### config.mk
export PLATFORM = sky130hd
export DESIGN_NAME = dual_reload_countdown_timer_top_flat
export DESIGN_NICKNAME = d
export VERILOG_FILES = /design/src/rtl/drct_pkg.sv /design/src/rtl/drct_stream_if.sv /design/src/rtl/drct_lane.sv /design/src/rtl/drct_merge.sv /design/src/rtl/dual_reload_countdown_timer_top.sv /design/src/flat_wrapper.sv
export SDC_FILE = /design/constraint.sdc
export NUM_CORES = 1
export LEC_CHECK = 0
export ABC_AREA = 1
export BUFFER_PORTS_ARGS = -buffer_cell sky130_fd_sc_hd__buf_2
export CELL_PAD_IN_SITES_DETAIL_PLACEMENT = 1
export CELL_PAD_IN_SITES_GLOBAL_PLACEMENT = 2
export CORE_MARGIN = 2
export CORE_UTILIZATION = 38
export DETAILED_ROUTE_END_ITERATION = 10
export PLACE_DENSITY = 0.94
export SKIP_LAST_GASP = 1
export SLEW_MARGIN = 20
export SYNTH_ARGS = -nofsm -noshare
export SYNTH_HDL_FRONTEND = slang
export SYNTH_SLANG_ARGS = --single-unit
### constraint.sdc
create_clock -name clock -period 10.9 [get_ports clock]
set_clock_uncertainty 0.05 [all_clocks]
set_input_delay 0.545 -clock clock [delete_from_list [all_inputs] [get_ports clock]]
set_output_delay 0.545 -clock clock [all_outputs]
set_load 0.01 [all_outputs]
### src/rtl/drct_pkg.sv
// ---------------------------------------------------------------------------
// Dual reload countdown timer - package
// Widths, codes and word types shared by the timer modules.
// ---------------------------------------------------------------------------
package drct_pkg;

   localparam int MAX_TIMERS          = 2;
   localparam int TIMER_COUNT_DEFAULT = 2;

   localparam int DATA_W  = 32;
   localparam int ADDR_W  = 4;
   localparam int OP_W    = 2;
   localparam int IRQ_W   = 2;
   localparam int CTRL_W  = 8;
   localparam int PRESC_W = 7;
   localparam int EXP_W   = 3;

   // Opcodes
   localparam logic [OP_W-1:0] OP_TICK  = 2'd0;
   localparam logic [OP_W-1:0] OP_READ  = 2'd1;
   localparam logic [OP_W-1:0] OP_WRITE = 2'd2;

   // Global register words
   localparam logic [ADDR_W-1:0] ADDR_ENABLE = 4'd0;
   localparam logic [ADDR_W-1:0] ADDR_STATUS = 4'd1;

   // Word offsets inside a timer's page
   localparam logic [1:0] SUB_CTRL     = 2'd0;
   localparam logic [1:0] SUB_INTERVAL = 2'd1;
   localparam logic [1:0] SUB_CURRENT  = 2'd2;

   // Control word bits
   localparam int CTRL_ENABLE_BIT   = 0;
   localparam int CTRL_RELOAD_BIT   = 1;
   localparam int CTRL_FAST_BIT     = 2;
   localparam int CTRL_PRESCALE_LSB = 4;
   localparam int CTRL_SINGLE_BIT   = 7;

   typedef struct packed {
      logic [OP_W-1:0]   opcode;
      logic [ADDR_W-1:0] word_address;
      logic [DATA_W-1:0] write_data;
      logic              tick_slow;
      logic              tick_fast;
   } req_payload_type;

   typedef struct packed {
      logic [DATA_W-1:0] read_data;
      logic [IRQ_W-1:0]  irq_lines;
   } rsp_payload_type;

   // Decoded command seen by the lanes and the merge stage
   typedef struct packed {
      logic              tick;
      logic              read;
      logic              write;
      logic [ADDR_W-1:0] addr;
      logic [DATA_W-1:0] wdata;
      logic              slow;
      logic              fast;
   } cmd_type;

   // What one timer lane shows to the merge stage
   typedef struct packed {
      logic [CTRL_W-1:0] ctrl;
      logic [DATA_W-1:0] interval;
      logic [DATA_W-1:0] current;
      logic              expire;
   } lane_view_type;

endpackage

### src/rtl/drct_stream_if.sv
// ---------------------------------------------------------------------------
// Dual reload countdown timer - stream channel
// Valid/ready channel carrying one word of the given payload type.
// ---------------------------------------------------------------------------
interface drct_stream_if #(
   parameter type payload_type = logic
);
   logic        valid;
   logic        ready;
   payload_type payload;

   modport source (output valid, output payload, input ready);
   modport sink   (input valid, input payload, output ready);
endinterface

### src/rtl/drct_lane.sv
// ---------------------------------------------------------------------------
// Dual reload countdown timer - timer lane
// One countdown timer: control, interval, current value and prescaler.
// ---------------------------------------------------------------------------
module drct_lane #(
   parameter int LANE_INDEX = 0
) (
   input  logic                    clock,
   input  logic                    reset,
   input  logic                    accept,
   input  drct_pkg::cmd_type       cmd,
   output drct_pkg::lane_view_type view
);

   localparam logic [1:0] LANE_PAGE = 2'(LANE_INDEX + 1);

   logic [drct_pkg::CTRL_W-1:0]  ctrl_ff, ctrl_in;
   logic [drct_pkg::DATA_W-1:0]  interval_ff, interval_in;
   logic [drct_pkg::DATA_W-1:0]  current_ff, current_in;
   logic [drct_pkg::PRESC_W-1:0] presc_ff, presc_in;

   logic                         sel;
   logic                         strobe;
   logic [drct_pkg::PRESC_W:0]   presc_next;
   logic [drct_pkg::PRESC_W:0]   divisor;
   logic                         fire;
   logic                         expire;

   assign sel        = (cmd.addr[3:2] == LANE_PAGE);
   assign strobe     = ctrl_ff[drct_pkg::CTRL_FAST_BIT] ? cmd.fast : cmd.slow;
   assign presc_next = {1'b0, presc_ff} + 8'd1;
   assign divisor    = 8'd1 << ctrl_ff[drct_pkg::CTRL_PRESCALE_LSB +: drct_pkg::EXP_W];
   assign fire       = (presc_next >= divisor);

   always_comb begin
      ctrl_in     = ctrl_ff;
      interval_in = interval_ff;
      current_in  = current_ff;
      presc_in    = presc_ff;
      expire      = 1'b0;

      // divided tick: count down, or expire and reload / stop
      if (accept && cmd.tick && ctrl_ff[drct_pkg::CTRL_ENABLE_BIT] && strobe) begin
         if (!fire) begin
            presc_in = presc_next[drct_pkg::PRESC_W-1:0];
         end else begin
            presc_in = '0;
            if (current_ff > 32'd1) begin
               current_in = current_ff - 32'd1;
            end else begin
               expire = 1'b1;
               if (ctrl_ff[drct_pkg::CTRL_SINGLE_BIT]) begin
                  current_in                          = '0;
                  ctrl_in[drct_pkg::CTRL_ENABLE_BIT] = 1'b0;
               end else begin
                  current_in = interval_ff;
               end
            end
         end
      end

      if (accept && cmd.write && sel) begin
         case (cmd.addr[1:0])
            drct_pkg::SUB_CTRL: begin
               ctrl_in                           = cmd.wdata[drct_pkg::CTRL_W-1:0];
               ctrl_in[drct_pkg::CTRL_RELOAD_BIT] = 1'b0;
               if (cmd.wdata[drct_pkg::CTRL_RELOAD_BIT]) begin
                  current_in = interval_ff;
                  presc_in   = '0;
               end
            end
            drct_pkg::SUB_INTERVAL: interval_in = cmd.wdata;
            drct_pkg::SUB_CURRENT:  current_in  = cmd.wdata;
            default: ;
         endcase
      end
   end

   always_ff @(posedge clock) begin
      if (reset) begin
         ctrl_ff     <= '0;
         interval_ff <= '0;
         current_ff  <= '0;
         presc_ff    <= '0;
      end else begin
         ctrl_ff     <= ctrl_in;
         interval_ff <= interval_in;
         current_ff  <= current_in;
         presc_ff    <= presc_in;
      end
   end

   assign view.ctrl     = ctrl_ff;
   assign view.interval = interval_ff;
   assign view.current  = current_ff;
   assign view.expire   = expire;

endmodule

### src/rtl/drct_merge.sv
// ---------------------------------------------------------------------------
// Dual reload countdown timer - merge stage
// Interrupt enable and status words, read mux and the result word.
// ---------------------------------------------------------------------------
module drct_merge #(
   parameter int TIMER_COUNT = drct_pkg::TIMER_COUNT_DEFAULT
) (
   input  logic                      clock,
   input  logic                      reset,
   input  logic                      accept,
   input  drct_pkg::cmd_type         cmd,
   input  drct_pkg::lane_view_type   lane_view [TIMER_COUNT],
   output drct_pkg::rsp_payload_type result
);

   logic [TIMER_COUNT-1:0]      enable_ff, enable_in;
   logic [TIMER_COUNT-1:0]      pending_ff, pending_in;
   logic [TIMER_COUNT-1:0]      expire_vec;
   logic                        wr_enable;
   logic                        wr_status;
   logic [drct_pkg::DATA_W-1:0] rd_word;

   assign wr_enable = accept && cmd.write && (cmd.addr == drct_pkg::ADDR_ENABLE);
   assign wr_status = accept && cmd.write && (cmd.addr == drct_pkg::ADDR_STATUS);

   always_comb begin
      for (int t = 0; t < TIMER_COUNT; t++) begin
         expire_vec[t] = lane_view[t].expire;
      end
   end

   // status is write-one-to-clear; expiries set it
   assign enable_in  = wr_enable ? cmd.wdata[TIMER_COUNT-1:0] : enable_ff;
   assign pending_in = (wr_status ? (pending_ff & ~cmd.wdata[TIMER_COUNT-1:0]) : pending_ff)
                       | expire_vec;

   always_comb begin
      rd_word = '0;
      if (cmd.read) begin
         if (cmd.addr == drct_pkg::ADDR_ENABLE) begin
            rd_word = drct_pkg::DATA_W'(enable_ff);
         end else if (cmd.addr == drct_pkg::ADDR_STATUS) begin
            rd_word = drct_pkg::DATA_W'(pending_ff);
         end else begin
            for (int t = 0; t < TIMER_COUNT; t++) begin
               if (cmd.addr[3:2] == 2'(t + 1)) begin
                  case (cmd.addr[1:0])
                     drct_pkg::SUB_CTRL:
                        rd_word = drct_pkg::DATA_W'(lane_view[t].ctrl);
                     drct_pkg::SUB_INTERVAL: rd_word = lane_view[t].interval;
                     drct_pkg::SUB_CURRENT:  rd_word = lane_view[t].current;
                     default:                rd_word = '0;
                  endcase
               end
            end
         end
      end
   end

   always_ff @(posedge clock) begin
      if (reset) begin
         enable_ff  <= '0;
         pending_ff <= '0;
      end else begin
         enable_ff  <= enable_in;
         pending_ff <= pending_in;
      end
   end

   assign result.read_data = rd_word;
   assign result.irq_lines = drct_pkg::IRQ_W'(pending_in & enable_in);

endmodule

### src/rtl/dual_reload_countdown_timer_top.sv
// ---------------------------------------------------------------------------
// Dual reload countdown timer - top level
// Each request word is a clock tick, a register read or a register write for
// a bank of countdown timers; every request gives exactly one response word
// with the read data (zero unless a read) and the interrupt lines as they
// stand after that request. A request is taken every clock while the skid
// word is free: the timer lanes update in the cycle of acceptance and the
// response appears on the next cycle unless the output word is stalled. The
// response side holds an output word plus one skid word, so a stalled
// consumer costs one further accepted request before the request side drops
// ready; the lane update and the read mux set the one-word-per-clock rate.
// ---------------------------------------------------------------------------
module dual_reload_countdown_timer_top #(
   parameter int TIMER_COUNT = drct_pkg::TIMER_COUNT_DEFAULT
) (
   input  logic          clock,
   input  logic          reset,
   drct_stream_if.sink   req_chan,
   drct_stream_if.source rsp_chan
);

   drct_pkg::cmd_type         cmd;
   drct_pkg::lane_view_type   lane_view [TIMER_COUNT];
   drct_pkg::rsp_payload_type result;

   drct_pkg::rsp_payload_type out_data_ff, out_data_in;
   drct_pkg::rsp_payload_type skid_data_ff, skid_data_in;
   logic                      out_valid_ff, out_valid_in;
   logic                      skid_valid_ff, skid_valid_in;

   logic                      req_ready;
   logic                      accept;
   logic                      pop;

   // Decode the opcode; an unknown code does nothing and reads zero
   always_comb begin
      cmd.tick  = 1'b0;
      cmd.read  = 1'b0;
      cmd.write = 1'b0;
      cmd.addr  = req_chan.payload.word_address;
      cmd.wdata = req_chan.payload.write_data;
      cmd.slow  = req_chan.payload.tick_slow;
      cmd.fast  = req_chan.payload.tick_fast;
      unique case (req_chan.payload.opcode)
         drct_pkg::OP_TICK:  cmd.tick  = 1'b1;
         drct_pkg::OP_READ:  cmd.read  = 1'b1;
         drct_pkg::OP_WRITE: cmd.write = 1'b1;
         default: ;
      endcase
   end

   // Take a word whenever the skid slot is free
   assign req_ready      = !skid_valid_ff;
   assign req_chan.ready = req_ready;
   assign accept         = req_chan.valid && req_ready;
   assign pop            = out_valid_ff && rsp_chan.ready;

   // One lane per timer, all updated in the cycle of acceptance
   for (genvar t = 0; t < TIMER_COUNT; t++) begin : g_lane
      drct_lane #(
         .LANE_INDEX (t)
      ) u_lane (
         .clock  (clock),
         .reset  (reset),
         .accept (accept),
         .cmd    (cmd),
         .view   (lane_view[t])
      );
   end

   // Combine lane expiries into status, build the response word
   drct_merge #(
      .TIMER_COUNT (TIMER_COUNT)
   ) u_merge (
      .clock     (clock),
      .reset     (reset),
      .accept    (accept),
      .cmd       (cmd),
      .lane_view (lane_view),
      .result    (result)
   );

   // Output word plus skid word: advance the skid word first, else the new result
   always_comb begin
      out_data_in   = out_data_ff;
      out_valid_in  = out_valid_ff;
      skid_data_in  = skid_data_ff;
      skid_valid_in = skid_valid_ff;
      if (pop || !out_valid_ff) begin
         if (skid_valid_ff) begin
            out_data_in   = skid_data_ff;
            out_valid_in  = 1'b1;
            skid_valid_in = 1'b0;
         end else begin
            out_data_in  = result;
            out_valid_in = accept;
         end
      end else if (accept) begin
         // hold the output word, park the new result
         skid_data_in  = result;
         skid_valid_in = 1'b1;
      end
   end

   always_ff @(posedge clock) begin
      if (reset) begin
         out_valid_ff  <= 1'b0;
         skid_valid_ff <= 1'b0;
      end else begin
         out_valid_ff  <= out_valid_in;
         skid_valid_ff <= skid_valid_in;
      end
   end

   always_ff @(posedge clock) begin
      out_data_ff  <= out_data_in;
      skid_data_ff <= skid_data_in;
   end

   assign rsp_chan.valid   = out_valid_ff;
   assign rsp_chan.payload = out_data_ff;

endmodule

### src/flat_wrapper.sv
// flat-port wrapper written by rule: the top's interface ports become plain ports
module dual_reload_countdown_timer_top_flat import drct_pkg::*;
#(
   parameter int TIMER_COUNT = drct_pkg::TIMER_COUNT_DEFAULT
)
  (clock, reset, req_chan_valid, req_chan_payload, req_chan_ready, rsp_chan_valid, rsp_chan_payload, rsp_chan_ready);
  drct_stream_if #(.payload_type(req_payload_type)) req_chan_i ();
  drct_stream_if #(.payload_type(rsp_payload_type)) rsp_chan_i ();
  input  logic clock;
  input  logic reset;
  input wire logic [$bits(req_chan_i.valid)-1:0] req_chan_valid;
  input wire logic [$bits(req_chan_i.payload)-1:0] req_chan_payload;
  output wire logic [$bits(req_chan_i.ready)-1:0] req_chan_ready;
  output wire logic [$bits(rsp_chan_i.valid)-1:0] rsp_chan_valid;
  output wire logic [$bits(rsp_chan_i.payload)-1:0] rsp_chan_payload;
  input wire logic [$bits(rsp_chan_i.ready)-1:0] rsp_chan_ready;
  assign req_chan_i.valid = req_chan_valid;
  assign req_chan_i.payload = req_chan_payload;
  assign req_chan_ready = req_chan_i.ready;
  assign rsp_chan_valid = rsp_chan_i.valid;
  assign rsp_chan_payload = rsp_chan_i.payload;
  assign rsp_chan_i.ready = rsp_chan_ready;
  dual_reload_countdown_timer_top #(.TIMER_COUNT(TIMER_COUNT)) u_core (.clock(clock), .reset(reset), .req_chan(req_chan_i), .rsp_chan(rsp_chan_i));
endmodule
# --- After elaboration in Yosys (flattened, before gate mapping) ---
# Index checks and enable logic that the tools add are counted.
op_classes:
  n_addsub: 4
  magnitude_cmp: 4
  n_eq_ne: 7
  shifts: 2
  mux: 58
  n_bitwise: 5
  n_reduce_logical: 24
ops:
  columns: ["op", "count"]
  rows:
  - ["32-bit two-way mux", 17]
  - ["32-bit one-hot mux with 3 select lines", 2]
  - ["32-bit one-hot mux with 2 select lines", 2]
  - ["7-bit two-way mux", 10]
  - ["32-bit by 1-bit greater-than comparator with 1-bit output (second input constant)", 2]
  - ["32-bit by 1-bit subtractor with 32-bit output (second input constant)", 2]
  - ["34-bit two-way mux", 1]
  - ["1-bit two-way mux", 24]
  - ["7-bit by 1-bit adder with 8-bit output (second input constant)", 2]
  - ["8-bit greater-or-equal comparator", 2]
  - ["1-bit by 3-bit left shift with 8-bit output (first input constant)", 2]
  - ["1-bit logical AND", 12]
  - ["2-bit AND reduction", 5]
  - ["2-bit by 1-bit equality test with 1-bit output (second input constant)", 3]
  - ["2-bit equality test (second input constant)", 3]
  - ["2-bit bitwise AND", 2]
  - ["4-bit by 1-bit equality test with 1-bit output (second input constant)", 1]
  - ["2-bit zero test", 2]
  - ["4-bit zero test", 1]
  - ["2-bit two-way mux", 2]
  - ["1-bit zero test", 2]
  - ["2-bit inverter", 1]
  - ["2-bit OR", 1]
  - ["2-bit OR reduction", 1]
  - ["other kinds (2)", 2]
word_totals:
  register_bits: 230
  in_bits: 44
  out_inout_bits: 36
  wordCells: 122

# --- Logic depth before layout (Yosys ltp) ---
depth:
  depth_word: 9
  ltp_mapped: 21
  ltp_nobuf: 20

# --- Cells and area by module ---
# A second synthesis with hierarchy kept.
unflattened:
  hier_cells: 2551
  area_unflattened_um2: 16020.4
modules_own_cells:
  columns: ["mod", "instances", "cells_per_inst", "area_each_um2", "seq_area_each_um2"]
  rows:
  - ["drct_lane (u_core.g_lane[1].u_lane)", 1, 977, 5839.4, 1561.5]
  - ["drct_lane (u_core.g_lane[0].u_lane)", 1, 1001, 5824.3, 1561.5]
  - ["dual_reload_countdown_timer_top", 1, 196, 2675.1, 2082.0]
  - ["drct_merge", 1, 377, 1681.6, 80.1]

# --- Worst setup path after synthesis ---
# No wires, ideal clock.
synth_timing:
  path_kind: "in2reg"
  from: "in rsp_chan_ready"
  to: "reg u_core.skid_data_ff[0] (netlist name), enable pin"
  setup_time_ps: 467
  arrival_time_ps: 3796
  required_time_ps: 10383
  slack_ps: 6587
  path_stages: 3
  path_buffers: 0
  path_cell_list: "inv_1 -> nand2_1 -> nor3_1"
synth_between:
  elab_chain_cells: 4
synth_rtl:
  columns: ["item", "line_no", "rtl"]
  rows:
  - ["start: declaration", "flat_wrapper.sv:16", "input wire logic [$bits(rsp_chan_i.ready)-1:0] rsp_chan_ready;"]
  - ["1-bit logical AND", "dual_reload_countdown_timer_top.sv:56", "assign pop = out_valid_ff && rsp_chan.ready;"]
  - ["1-bit logical OR", "dual_reload_countdown_timer_top.sv:89", "if (pop || !out_valid_ff) begin"]
  - ["1-bit inverter (no line)", null, null]
  - ["2-bit AND reduction (no line)", null, null]
  - ["end signal: assignment", "dual_reload_countdown_timer_top.sv:117", "skid_data_ff <= skid_data_in;"]
  - ["end: declaration", "dual_reload_countdown_timer_top.sv:27", "drct_pkg::rsp_payload_type skid_data_ff, skid_data_in;"]
# No other way between the ends.
# A chain may end at the register's enable or synchronous reset.

# --- Worst setup path after layout ---
layout_timing:
  from: "reg u_core.g_lane[1].u_lane.presc_ff[0] (netlist name)"
  to: "reg u_core.g_lane[1].u_lane.current_ff[25] (netlist name)"
layout_between:
  elab_chain_cells: 7
layout_rtl:
  columns: ["item", "line_no", "rtl"]
  rows:
  - ["start: declaration", "drct_lane.sv:20", "logic [drct_pkg::PRESC_W-1:0] presc_ff, presc_in;"]
  - ["start signal: assignment", "drct_lane.sv:89", "presc_ff <= presc_in;"]
  - ["7-bit by 1-bit adder with 8-bit output *", "drct_lane.sv:31", "assign presc_next = {1'b0, presc_ff} + 8'd1;"]
  - ["8-bit greater-or-equal comparator *", "drct_lane.sv:33", "assign fire = (presc_next >= divisor);"]
  - ["32-bit two-way mux *", "drct_lane.sv:44", "if (!fire) begin"]
  - ["32-bit two-way mux *", "drct_lane.sv:43", "if (accept && cmd.tick && ctrl_ff[drct_pkg::CTRL_ENABLE_BIT] && strobe) begin"]
  - ["32-bit two-way mux", "drct_lane.sv:67", "if (cmd.wdata[drct_pkg::CTRL_RELOAD_BIT]) begin"]
  - ["32-bit one-hot mux with 2 select lines", "drct_lane.sv:63", "case (cmd.addr[1:0])"]
  - ["32-bit two-way mux *", "drct_lane.sv:62", "if (accept && cmd.write && sel) begin"]
  - ["end signal: assignment", "drct_lane.sv:88", "current_ff <= current_in;"]
  - ["end: declaration", "drct_lane.sv:19", "logic [drct_pkg::DATA_W-1:0] current_ff, current_in;"]
# Every way passes the cells marked *; elsewhere a longest branch is shown, timed or not.

==> flow_summary.toml <==
[critical_path]
cp-end-kind = "flop"
worstPathArrival_ns = 4.19
critPathKind = "reg2reg"
cp-start-kind = "flop"
critPathMaxFanout = 37
critPathRequiredTime_ns = 11.28

[pwr]
p_total_mw = 2.167
ir_drop_uv = 121.3
leakagePower_nw = 6.872
seq_power_share_pct = 41.6
p_comb_share_pct = 15.0
power_frac_clock_pct = 43.4
pwr_density_cell_mw_per_mm2 = 132.7
p_int_mw = 1.514
switchingPower_mw = 0.6538
swShare_pct = 30.16

[cts]
cts_tree = "done"
clk_pin_slew_ns = 0.06
cts_resized = 0
postCtsHoldBufs = 0
h-tree-depth = 1
numCtsBuffers = 28
clock_path_buffers = 3
cts_root_buf = "clkbuf_16"
clkLatencyLatePin_ns = 0.58
cts_sinks = 230
postCtsSetupBuffers = 0

[route]
viasPerCell = 5.782
wl_per_cell_um = 22.35
wl_met2_um = 27820
ant_nets = 0
highest_layer = "met4"
wl_um = 60940
drc = 0
vias = 15770
wl_met1_um = 25980
dr.first_iter.drc_count = 1262
wl_met3_um = 4166
dr.pass1.iters = 5

[sta]
setup_viol = 0
rsz0062_at_grt = "no"
max_freq_mhz = 262.0
maxSlewHeadroom_pct = 32.42
whs_ns = 0.2694
min_period_ns = 3.816
worst_pin_slew_ns = 1.014
finalCritPeriodShare_pct = 35.01
maxSlewViolCount = 0
hold_violations = 0
setup_tns_ns = 0

[global_route]
grt_max_degree = 76
antenna_found_initial = 2
grt_overflow = 0
grt_util_all_layers_pct = 29.91
grt_pass1_wl_um = 94310
grt_pass1_vias = 16240

[cells_and_area]
nets = 2254
drive_gt1_share_pct = 11.55
multi_input_comb_area_mm2 = 0.008070
fill_cells = 4997
synthToLayoutAreaGrowth_pct = 10.79
final_cell_area_mm2 = 0.01634
ff_latch_area_mm2 = 0.005285

[yosys]
syn_avg_cell_area_um2 = 6.767
yosysTopAreaCell = "dfxtp_1"
synth_cells = 2179
syn_nets = 2245
yosys-top-cells-count = "nand2_1 (547), a21oi_1 (252), inv_1 (212)"
synth_most_common_cell = "nand2_1"
seq_area_frac_synth_pct = 35.84
yosysTopAreaCellShare_pct = 21.99
ys_types = 49
yosysWarnings = 0
netlist_area_mm2 = 0.01475
ys_seq_elements = 230
synth_area_leaders = "dfxtp_1 (22%), nand2_1 (14%), edfxtp_1 (14%)"
synth_edf_count = 68
synthFlopType = "dfxtp_1"
synthArstFlopShare_pct = 0

[floorplanning]
num_rows = 72
initial_core_util_pct = 38.33
dieArea_mm2 = 0.04040
die_w_um = 201.0
core_area_mm2 = 0.03847
die_h_um = 201.0
io_pins = 80

[place]
dpl-instance-area_mm2 = 0.01544
dp_hpwl_um = 41510
routabilityCongestion = 0.8893
port_buffers = 79

[worst_hold_path]
worst_hold_path_type = "in2reg"

[status]
status = "finished clean"

[job]
cap_violations = 0
## registers in the layout, indices dropped and copies added (netlist names)
name                              count
u_core.rsp_chan.valid                 1
u_core.skid_data_ff                  34
u_core.skid_valid_ff                  1
u_core.rsp_chan.payload              34
u_core.g_lane.u_lane.ctrl_ff         14
u_core.g_lane.u_lane.current_ff      64
u_core.u_merge.enable_ff              2
u_core.u_merge.pending_ff             2
u_core.g_lane.u_lane.interval_ff     64
u_core.g_lane.u_lane.presc_ff        14
## metrics by stage
stage	utilization, %	setup slack, ns	cells
5_1_grt	42.46	6.755	2726
2_1_floorplan	-	6.587	2179
3_3_place_gp	40.13	7.247	2676
6_report	42.47	7.084	2727
4_1_cts	42.46	7.093	2726
3_5_place_dp	40.13	7.101	2676
## routing by layer
| metal | up-vias | track usage, % |
|---|---|---|
| met2 | 535 | 49.22 |
| met4 | 0 | 14.26 |
| met5 | - | 0 |
| li1 | 7312 | - |
| met1 | 7781 | 38.13 |
| met3 | 140 | 5.081 |
## cell families after synthesis
logic type	count (synthesis)	synth area share [%]
and+or+nand+nor	937	28.05
xor gates and xnor gates	43	2.554
adders and majority gates	22	1.867
DFF	230	35.84
AOI/OAI and AO/OA	593	22.14
buffers and inverters	354	9.546
## critical path, cell delays in order, from the launching register on
cell and delay [ns]:
dfxtp_1 0.39, ha_1 0.21, nand3_1 0.11, nand3b_1 0.20
xor2_1 0.18, inv_1 0.06, ha_1 0.27, nand2_1 0.06
nor2_1 0.14, nand4_1 0.10, nand3_1 0.10, nand2_2 0.50
inv_4 0.66, nand2_1 0.16, nand2_1 0.11, nand2_1 0.07
nand2_1 0.10, nand2_1 0.06, nand2_1 0.05, a21oi_1 0.06
## path summary, 6_finish.rpt
check | from | end | slack (ns) | cells after the start
setup reg to reg | u_core.g_lane[1].u_lane.presc_ff[0] | u_core.g_lane[1].u_lane.current_ff[25] | 7.08 | 19
setup / recovery | u_core.g_lane[1].u_lane.presc_ff[0] | u_core.g_lane[1].u_lane.current_ff[25] | 7.08 | 19
hold / removal | req_chan_valid | u_core.rsp_chan.valid | 0.27 | 3
hold reg to reg | u_core.g_lane[0].u_lane.ctrl_ff[3] | u_core.g_lane[0].u_lane.ctrl_ff[3] | 0.42 | 2
## final cells by class
| type | instances | area share [%] |
|---|---|---|
| multi-input combinational | 1595 | 49.40 |
| sequential | 230 | 32.35 |
| inverter | 233 | 5.399 |
| clock buffer | 41 | 4.955 |
| tap | 518 | 3.967 |
| timing repair buffer | 100 | 3.385 |
| clock inverter | 9 | 0.5285 |
| antenna | 1 | 0.01532 |
## power groups by stage
stage / sequential, mW / clock [mW] / combinational [mW]
after global placement: 0.919 / 0 / 0.310
after detailed placement: 0.920 / 0 / 0.317
final: 0.902 / 0.940 / 0.326
after global routing: 0.903 / 0.982 / 0.351
after floorplan: 0.922 / 0 / 0.203
after CTS: 0.902 / 0.946 / 0.320
## layout by cell type, fill, tap and decap left out, drive strengths merged, types with 2 or more instances in the layout
cell,count
a2111oi,6
a21oi,261
a22oi,14
a31oi,8
buf,100
clkbuf,41
clkinv,9
clkinvlp,3
dfxtp,162
edfxtp,68
ha,22
inv,229
nand2,577
nand3,152
nand3b,2
nand4,15
nor2,170
nor3,14
nor3b,2
nor4,2
o2111ai,4
o211ai,5
o21ai,209
o221ai,6
o22ai,72
o31ai,5
or2,2
xnor2,4
xor2,39
Power figures use the tool's default switching activity.
